<file path="src/rtl/ccr_pkg.sv">
`timescale 1ns / 1ps

package ccr_pkg;

  localparam int unsigned XW    = 32;   // cosine point, Q2.30
  localparam int unsigned CW    = 32;   // scale and gain, Q8.24
  localparam int unsigned VW    = 64;   // recurrence values, Q40.24
  localparam int unsigned MW    = 6;    // mode index
  localparam int unsigned NW    = 7;    // mode count register
  localparam int unsigned IDXW  = 2;    // config register index
  localparam int unsigned OUTW  = 200;  // result tdata, padded to bytes

  localparam logic [NW-1:0] ModeCountRst = 7'd64;
  localparam logic [CW-1:0] ScaleRst     = 32'h0100_0000;
  localparam logic [CW-1:0] GainRst      = 32'h0100_0000;

  localparam logic signed [VW-1:0] SatMax = 64'sh7FFF_FFFF_FFFF_FFFF;
  localparam logic signed [VW-1:0] SatMin = 64'sh8000_0000_0000_0000;

  typedef enum logic [IDXW-1:0] {
    CFG_MODE_COUNT = 2'd0,
    CFG_AMP_SCALE  = 2'd1,
    CFG_DERIV_GAIN = 2'd2
  } cfg_idx_e;

  // Right shift applied after a product
  typedef enum logic [1:0] {
    SH_24,
    SH_29,
    SH_30
  } sh_e;

  typedef enum logic [4:0] {
    OP_NOP,
    OP_LOAD,      // capture x, mode 0 base values
    OP_MUL_SX,
    OP_BASE1,     // mode 1 base values
    OP_MUL_PX,
    OP_T,
    OP_MUL_FX,
    OP_ACC_2P,
    OP_ACC_MR,
    OP_D1,
    OP_ACC_2F,
    OP_ACC_DBL,
    OP_MUL_SECX,
    OP_D2,
    OP_SHIFT,     // push t, d1, d2 into history
    OP_MUL_D1G,
    OP_O1,
    OP_MUL_D2G,
    OP_MUL_MRG,
    OP_EMIT
  } dp_op_e;

  typedef enum logic [4:0] {
    ST_IDLE,
    ST_SX_START,
    ST_SX_WAIT,
    ST_BASE1,
    ST_PX_START,
    ST_PX_WAIT,
    ST_T,
    ST_FX_START,
    ST_FX_WAIT,
    ST_D1_DBL,
    ST_D1_ADD,
    ST_D1_SUB,
    ST_D2_DBL,
    ST_D2_QUAD,
    ST_SECX_START,
    ST_SECX_WAIT,
    ST_D2_ADD,
    ST_D2_SUB,
    ST_SHIFT,
    ST_G1_START,
    ST_G1_WAIT,
    ST_O1,
    ST_G2_START,
    ST_G2_WAIT,
    ST_G3_START,
    ST_G3_WAIT,
    ST_EMIT
  } ccr_state_e;

  typedef struct packed {
    dp_op_e          op;
    logic [MW-1:0]   mode;
    logic            last;
  } ccr_cmd_t;

  typedef struct packed {
    logic            mul_done;
    logic            out_free;
    logic [MW-1:0]   count_last;
  } ccr_status_t;

  function automatic logic signed [VW-1:0] sat_addsub(input logic signed [VW-1:0] a,
                                                      input logic signed [VW-1:0] b,
                                                      input logic sub);
    logic signed [VW-1:0] r;
    logic                 ovf;
    r   = sub ? (a - b) : (a + b);
    ovf = sub ? ((a[VW-1] != b[VW-1]) && (r[VW-1] != a[VW-1]))
              : ((a[VW-1] == b[VW-1]) && (r[VW-1] != a[VW-1]));
    return ovf ? (a[VW-1] ? SatMin : SatMax) : r;
  endfunction

endpackage

</file>
<file path="src/rtl/ccr_ctrl.sv">
`timescale 1ns / 1ps

module ccr_ctrl
  import ccr_pkg::*;
(
  input  logic        clk_i,
  input  logic        rst_ni,
  input  logic        in_valid_i,
  output logic        in_ready_o,
  input  ccr_status_t status_i,
  output ccr_cmd_t    cmd_o
);

  ccr_state_e    state_q, state_d;
  logic [MW-1:0] mode_q, mode_d;

  always_ff @(posedge clk_i or negedge rst_ni) begin
    if (!rst_ni) begin
      state_q <= ST_IDLE;
      mode_q  <= '0;
    end else begin
      state_q <= state_d;
      mode_q  <= mode_d;
    end
  end

  always_comb begin
    state_d    = state_q;
    mode_d     = mode_q;
    in_ready_o = 1'b0;
    cmd_o.op   = OP_NOP;
    cmd_o.mode = mode_q;
    cmd_o.last = (mode_q == status_i.count_last);

    unique case (state_q)
      ST_IDLE: begin
        in_ready_o = 1'b1;
        if (in_valid_i) begin
          cmd_o.op = OP_LOAD;
          mode_d   = '0;
          state_d  = ST_SHIFT;
        end
      end
      ST_SX_START: begin
        cmd_o.op = OP_MUL_SX;
        state_d  = ST_SX_WAIT;
      end
      ST_SX_WAIT:  if (status_i.mul_done) state_d = ST_BASE1;
      ST_BASE1: begin
        cmd_o.op = OP_BASE1;
        state_d  = ST_SHIFT;
      end
      ST_PX_START: begin
        cmd_o.op = OP_MUL_PX;
        state_d  = ST_PX_WAIT;
      end
      ST_PX_WAIT:  if (status_i.mul_done) state_d = ST_T;
      ST_T: begin
        cmd_o.op = OP_T;
        state_d  = ST_FX_START;
      end
      ST_FX_START: begin
        cmd_o.op = OP_MUL_FX;
        state_d  = ST_FX_WAIT;
      end
      ST_FX_WAIT:  if (status_i.mul_done) state_d = ST_D1_DBL;
      ST_D1_DBL: begin
        cmd_o.op = OP_ACC_2P;
        state_d  = ST_D1_ADD;
      end
      ST_D1_ADD: begin
        cmd_o.op = OP_ACC_MR;
        state_d  = ST_D1_SUB;
      end
      ST_D1_SUB: begin
        cmd_o.op = OP_D1;
        state_d  = ST_D2_DBL;
      end
      // 4*T' is built as two saturating doublings
      ST_D2_DBL: begin
        cmd_o.op = OP_ACC_2F;
        state_d  = ST_D2_QUAD;
      end
      ST_D2_QUAD: begin
        cmd_o.op = OP_ACC_DBL;
        state_d  = ST_SECX_START;
      end
      ST_SECX_START: begin
        cmd_o.op = OP_MUL_SECX;
        state_d  = ST_SECX_WAIT;
      end
      ST_SECX_WAIT: if (status_i.mul_done) state_d = ST_D2_ADD;
      ST_D2_ADD: begin
        cmd_o.op = OP_ACC_MR;
        state_d  = ST_D2_SUB;
      end
      ST_D2_SUB: begin
        cmd_o.op = OP_D2;
        state_d  = ST_SHIFT;
      end
      ST_SHIFT: begin
        cmd_o.op = OP_SHIFT;
        state_d  = ST_G1_START;
      end
      ST_G1_START: begin
        cmd_o.op = OP_MUL_D1G;
        state_d  = ST_G1_WAIT;
      end
      ST_G1_WAIT:  if (status_i.mul_done) state_d = ST_O1;
      ST_O1: begin
        cmd_o.op = OP_O1;
        state_d  = ST_G2_START;
      end
      ST_G2_START: begin
        cmd_o.op = OP_MUL_D2G;
        state_d  = ST_G2_WAIT;
      end
      ST_G2_WAIT:  if (status_i.mul_done) state_d = ST_G3_START;
      ST_G3_START: begin
        cmd_o.op = OP_MUL_MRG;
        state_d  = ST_G3_WAIT;
      end
      ST_G3_WAIT:  if (status_i.mul_done) state_d = ST_EMIT;
      ST_EMIT: begin
        if (status_i.out_free) begin
          cmd_o.op = OP_EMIT;
          if (cmd_o.last) begin
            state_d = ST_IDLE;
          end else begin
            mode_d  = mode_q + 6'd1;
            state_d = (mode_q == '0) ? ST_SX_START : ST_PX_START;
          end
        end
      end
      default: state_d = ST_IDLE;
    endcase
  end

endmodule

</file>
<file path="config.mk">
export PLATFORM = sky130hd
export DESIGN_NAME = ccr_ctrl
export DESIGN_NICKNAME = d
export VERILOG_FILES = /design/src/rtl/ccr_pkg.sv /design/src/rtl/ccr_ctrl.sv
export SDC_FILE = /design/constraint.sdc
export NUM_CORES = 1
export LEC_CHECK = 0
export ABC_CLOCK_PERIOD_IN_PS = 4500
export BUFFER_PORTS_ARGS = -buffer_cell sky130_fd_sc_hd__buf_2
export CAP_MARGIN = 20
export CORE_ASPECT_RATIO = 1.25
export CORE_UTILIZATION = 58
export CTS_CLUSTER_DIAMETER = 30
export CTS_CLUSTER_SIZE = 28
export DETAILED_ROUTE_END_ITERATION = 8
export MAX_ROUTING_LAYER = met4
export PLACE_DENSITY_LB_ADDON = 0.2
export SKIP_CTS_REPAIR_TIMING = 1
export SLEW_MARGIN = 20
export SYNTH_ARGS = -nofsm -noshare
export SYNTH_HDL_FRONTEND = slang
export SYNTH_SLANG_ARGS = --single-unit
</file>
<file path="constraint.sdc">
create_clock -name clk_i -period 4.5 [get_ports clk_i]
set_input_delay 1.125 -clock clk_i [delete_from_list [all_inputs] [get_ports clk_i]]
set_output_delay 1.125 -clock clk_i [all_outputs]
set_load 0.005 [all_outputs]
</file>
==> impl_metrics.tcl <==
set metrics [dict create \
    cts_tree "yes" \
    slew_viol_final 0 \
    setup_repair_after_global_routing_missed_its_margin "false" \
    yosys_warnings 0 \
    final_min_period_over_clock_period_pct 73.03 \
    cts_made_buffers 3 \
    drv.max_cap_violation_count 0 \
    total_power_uw 831.0 \
    wire_length_of_the_first_global_routing_pass_um 4491 \
    grt_start_max_net_pins 32 \
    power.static_leakage_nw 0.5416 \
    synth.avg_cell_area_um2 7.638 \
    dr.first_iter.drc_count 29 \
    post-synth-top-area-cell "sky130_fd_sc_hd__dfrtp_1" \
    wire_per_inst_um 14.64 \
    nNetsFinal 180 \
    vdd_ir_drop_max_mv 0.3750 \
    antenna_left 0 \
    drt-total-wl_um 2708 \
    final_layout_size_suffix_gt1_share_pct 19.28 \
    design.die.area_mm2 0.002200 \
    yosysTopAreaCellShare_pct 23.55 \
    worst_hold_path_type "reg -> reg" \
    tritoncts_num_sinks 11 \
    route.vias.total 1234 \
    dpl_cell_area_mm2 0.001226 \
    reg2reg_from "state_q[2]$_DFFE_PN0P_" \
    layout.cells.most_common "sky130_fd_sc_hd__buf_2" \
    number_of_global_route_vias_before_repair 1017 \
    number_of_antenna_violations_at_the_first_check_in_global_routing 0 \
    timing.fmax_mhz 304.3 \
    globalRouteOverflowTotal 0 \
    cp_max_fo 18 \
    nFillCells 163 \
    start_kind "register" \
    worst_slew_pin_slew_ns 0.8273 \
    kind_of_critical_path "reg -> out" \
    hpwlAfterDp_um 1923 \
    setup_viol 0 \
    placement.io_buffers 23 \
    syn-instance-count 153 \
    power.density_mw_per_mm2 663.5 \
    run_status "finished, final reports clean" \
    clkTransAtPathRegs_ns 0.06 \
    diodes 0 \
    synth-main-ff-cell "sky130_fd_sc_hd__dfrtp_1" \
    clock_latency_ns 0.27 \
    final.setup.tns_ns 0 \
    seqCellArea_um2 275.3 \
    grt_use_total_pct 27.20 \
    core.rowCount 17 \
    placeable_core_area_mm2 0.001829 \
    synth_area_mm2 0.001169 \
    postSynth.asyncResetShare_pct 100.0 \
    worst_hold_startpoint "mode_q[1]$_DFFE_PN0P_" \
    die_x_um 42.15 \
    max_slew_margin_pct 44.85 \
    clock_tree.buffer_depth 2 \
    gpl.final_weighted_congestion 0.9398 \
    most_used_cells_in_the_layout_excluding_fill_and_tap_cells "23 x sky130_fd_sc_hd__buf_2, 13 x sky130_fd_sc_hd__nor2_1, 12 x sky130_fd_sc_hd__nand2_1" \
    finalClockSkew_ns 0.004338 \
    die_height_um 52.19 \
    finalHoldViolations 0 \
    register_bit_count_reported_by_yosys 11 \
    final_design_area_no_fill_mm2 0.001252 \
    critical_path_origin "state_q[3]$_DFFE_PN0P_" \
    worst_setup_path_end_kind "primary output" \
    cp.arrival_ns 2.16 \
    drt_pass1_iterations 4 \
    post_synth_main_area_contributors "sky130_fd_sc_hd__dfrtp_1 24%, sky130_fd_sc_hd__xnor2_1 5.2%, sky130_fd_sc_hd__a21oi_1 4.7%, sky130_fd_sc_hd__nor2_1 4.2%, sky130_fd_sc_hd__o21ai_0 3.9%" \
    cts_max_level 1 \
    period_minus_slack_ns 3.286 \
    num_io_pins 24 \
    drc 0 \
    layout_area_growth_over_synthesis_pct 7.173 \
    floorplan.initialDensity_pct 63.89 \
    synth_fp_nets 166 \
    clockRootBuffer "sky130_fd_sc_hd__clkbuf_4" \
    synth_enable_flop_cells 0 \
    sequential_element_share_of_the_synthesized_area_pct 23.55 \
    cp_data_required_time_ns 3.38 \
    netlist-cell-type-count 46 \
    multiInputGateArea_um2 785.8 \
    avgViaCountPerCell 6.670 \
]
==> worst max-delay path: stages (launching register included) <==
cell and delay (ns):
sky130_fd_sc_hd__dfrtp_1 0.66, sky130_fd_sc_hd__inv_1 0.32, sky130_fd_sc_hd__and3_1 0.24, sky130_fd_sc_hd__a21oi_1 0.11, sky130_fd_sc_hd__a211oi_1 0.09, sky130_fd_sc_hd__a311o_1 0.35
sky130_fd_sc_hd__buf_2 0.12
==> per-layer routing <==
metal | up-vias | routed length [um] | track usage (%)
met5 | - | 0 | -
met4 | 0 | 46 | 13.02
met3 | 6 | 125 | 2.069
met2 | 49 | 1397 | 47.92
met1 | 584 | 1139 | 31.67
li1 | 595 | - | -
==> registers in the layout, summed over array words and instances, names as in the netlist <==
| signal | flops |
|---|---|
| state_q | 5 |
| mode_q | 6 |
==> final timing paths <==
kind | to | slack, ns | cells past startpoint
setup / recovery | cmd_o[7] | 1.21 | 6
hold / removal | mode_q[1]$_DFFE_PN0P_ | 0.66 | 2
setup reg to reg | state_q[2]$_DFFE_PN0P_ | 2.21 | 5
hold reg to reg | mode_q[1]$_DFFE_PN0P_ | 0.66 | 2
max in group asynchronous | state_q[0]$_DFFE_PN0P_ | 3.59 | 1
min in group asynchronous | state_q[1]$_DFFE_PN0P_ | 0.71 | 1
==> synth_stat cells (4+ instances only) <==
library cell               n
sky130_fd_sc_hd__dfrtp_1  11
sky130_fd_sc_hd__nand2_1  12
sky130_fd_sc_hd__nor3_1    6
sky130_fd_sc_hd__nor2_1   13
sky130_fd_sc_hd__buf_4     4
sky130_fd_sc_hd__xnor2_1   7
sky130_fd_sc_hd__buf_2     5
sky130_fd_sc_hd__a21oi_1  11
sky130_fd_sc_hd__o21ai_0   9
sky130_fd_sc_hd__nand4_1   4
sky130_fd_sc_hd__nand3_1   4
sky130_fd_sc_hd__inv_1     7
==> stage by stage <==
step                      utilization (%)  hold slack [ns]  cells  setup WS, ns
after global routing                68.47           0.6901    185         1.057
after CTS                           68.47           0.6610    185         1.230
after global placement              67.03           0.6343    181         1.318
final                               68.47           0.6600    185         1.214
after detailed placement            67.03           0.6492    181         1.269
after floorplan                         -           0.6073    153         1.592
==> power by group <==
group,switching (mW),internal [mW],total [mW]
clock network,0.0319,0.0343,0.0662
logic,0.235,0.248,0.483
registers,0.148,0.135,0.282
total,0.415,0.416,0.831
==> cells by family (layout without fill, tap and decap cells) <==
logic type                 after synthesis  in the layout  synth area share [%]
AOI/OAI and AO/OA                       46             46                 26.34
xor gates and xnor gates                 7              7                 5.246
adders and majority gates                2              2                 2.141
buffers and inverters                   21             34                 9.207
DFF                                     11             11                 23.55
muxes                                    3              3                 3.426
and+or+nand+nor                         63             63                 30.09
==> layout make-up <==
cell class                      instances  area share [%]
Multi-Input combinational cell        121           62.74
Sequential cell                        11           21.98
Timing Repair Buffer                   23           9.191
Clock buffer                            4           2.098
Inverter                                7           2.098
Tap cell                               19           1.898
Note: power is estimated with default switching activity, not from simulation.
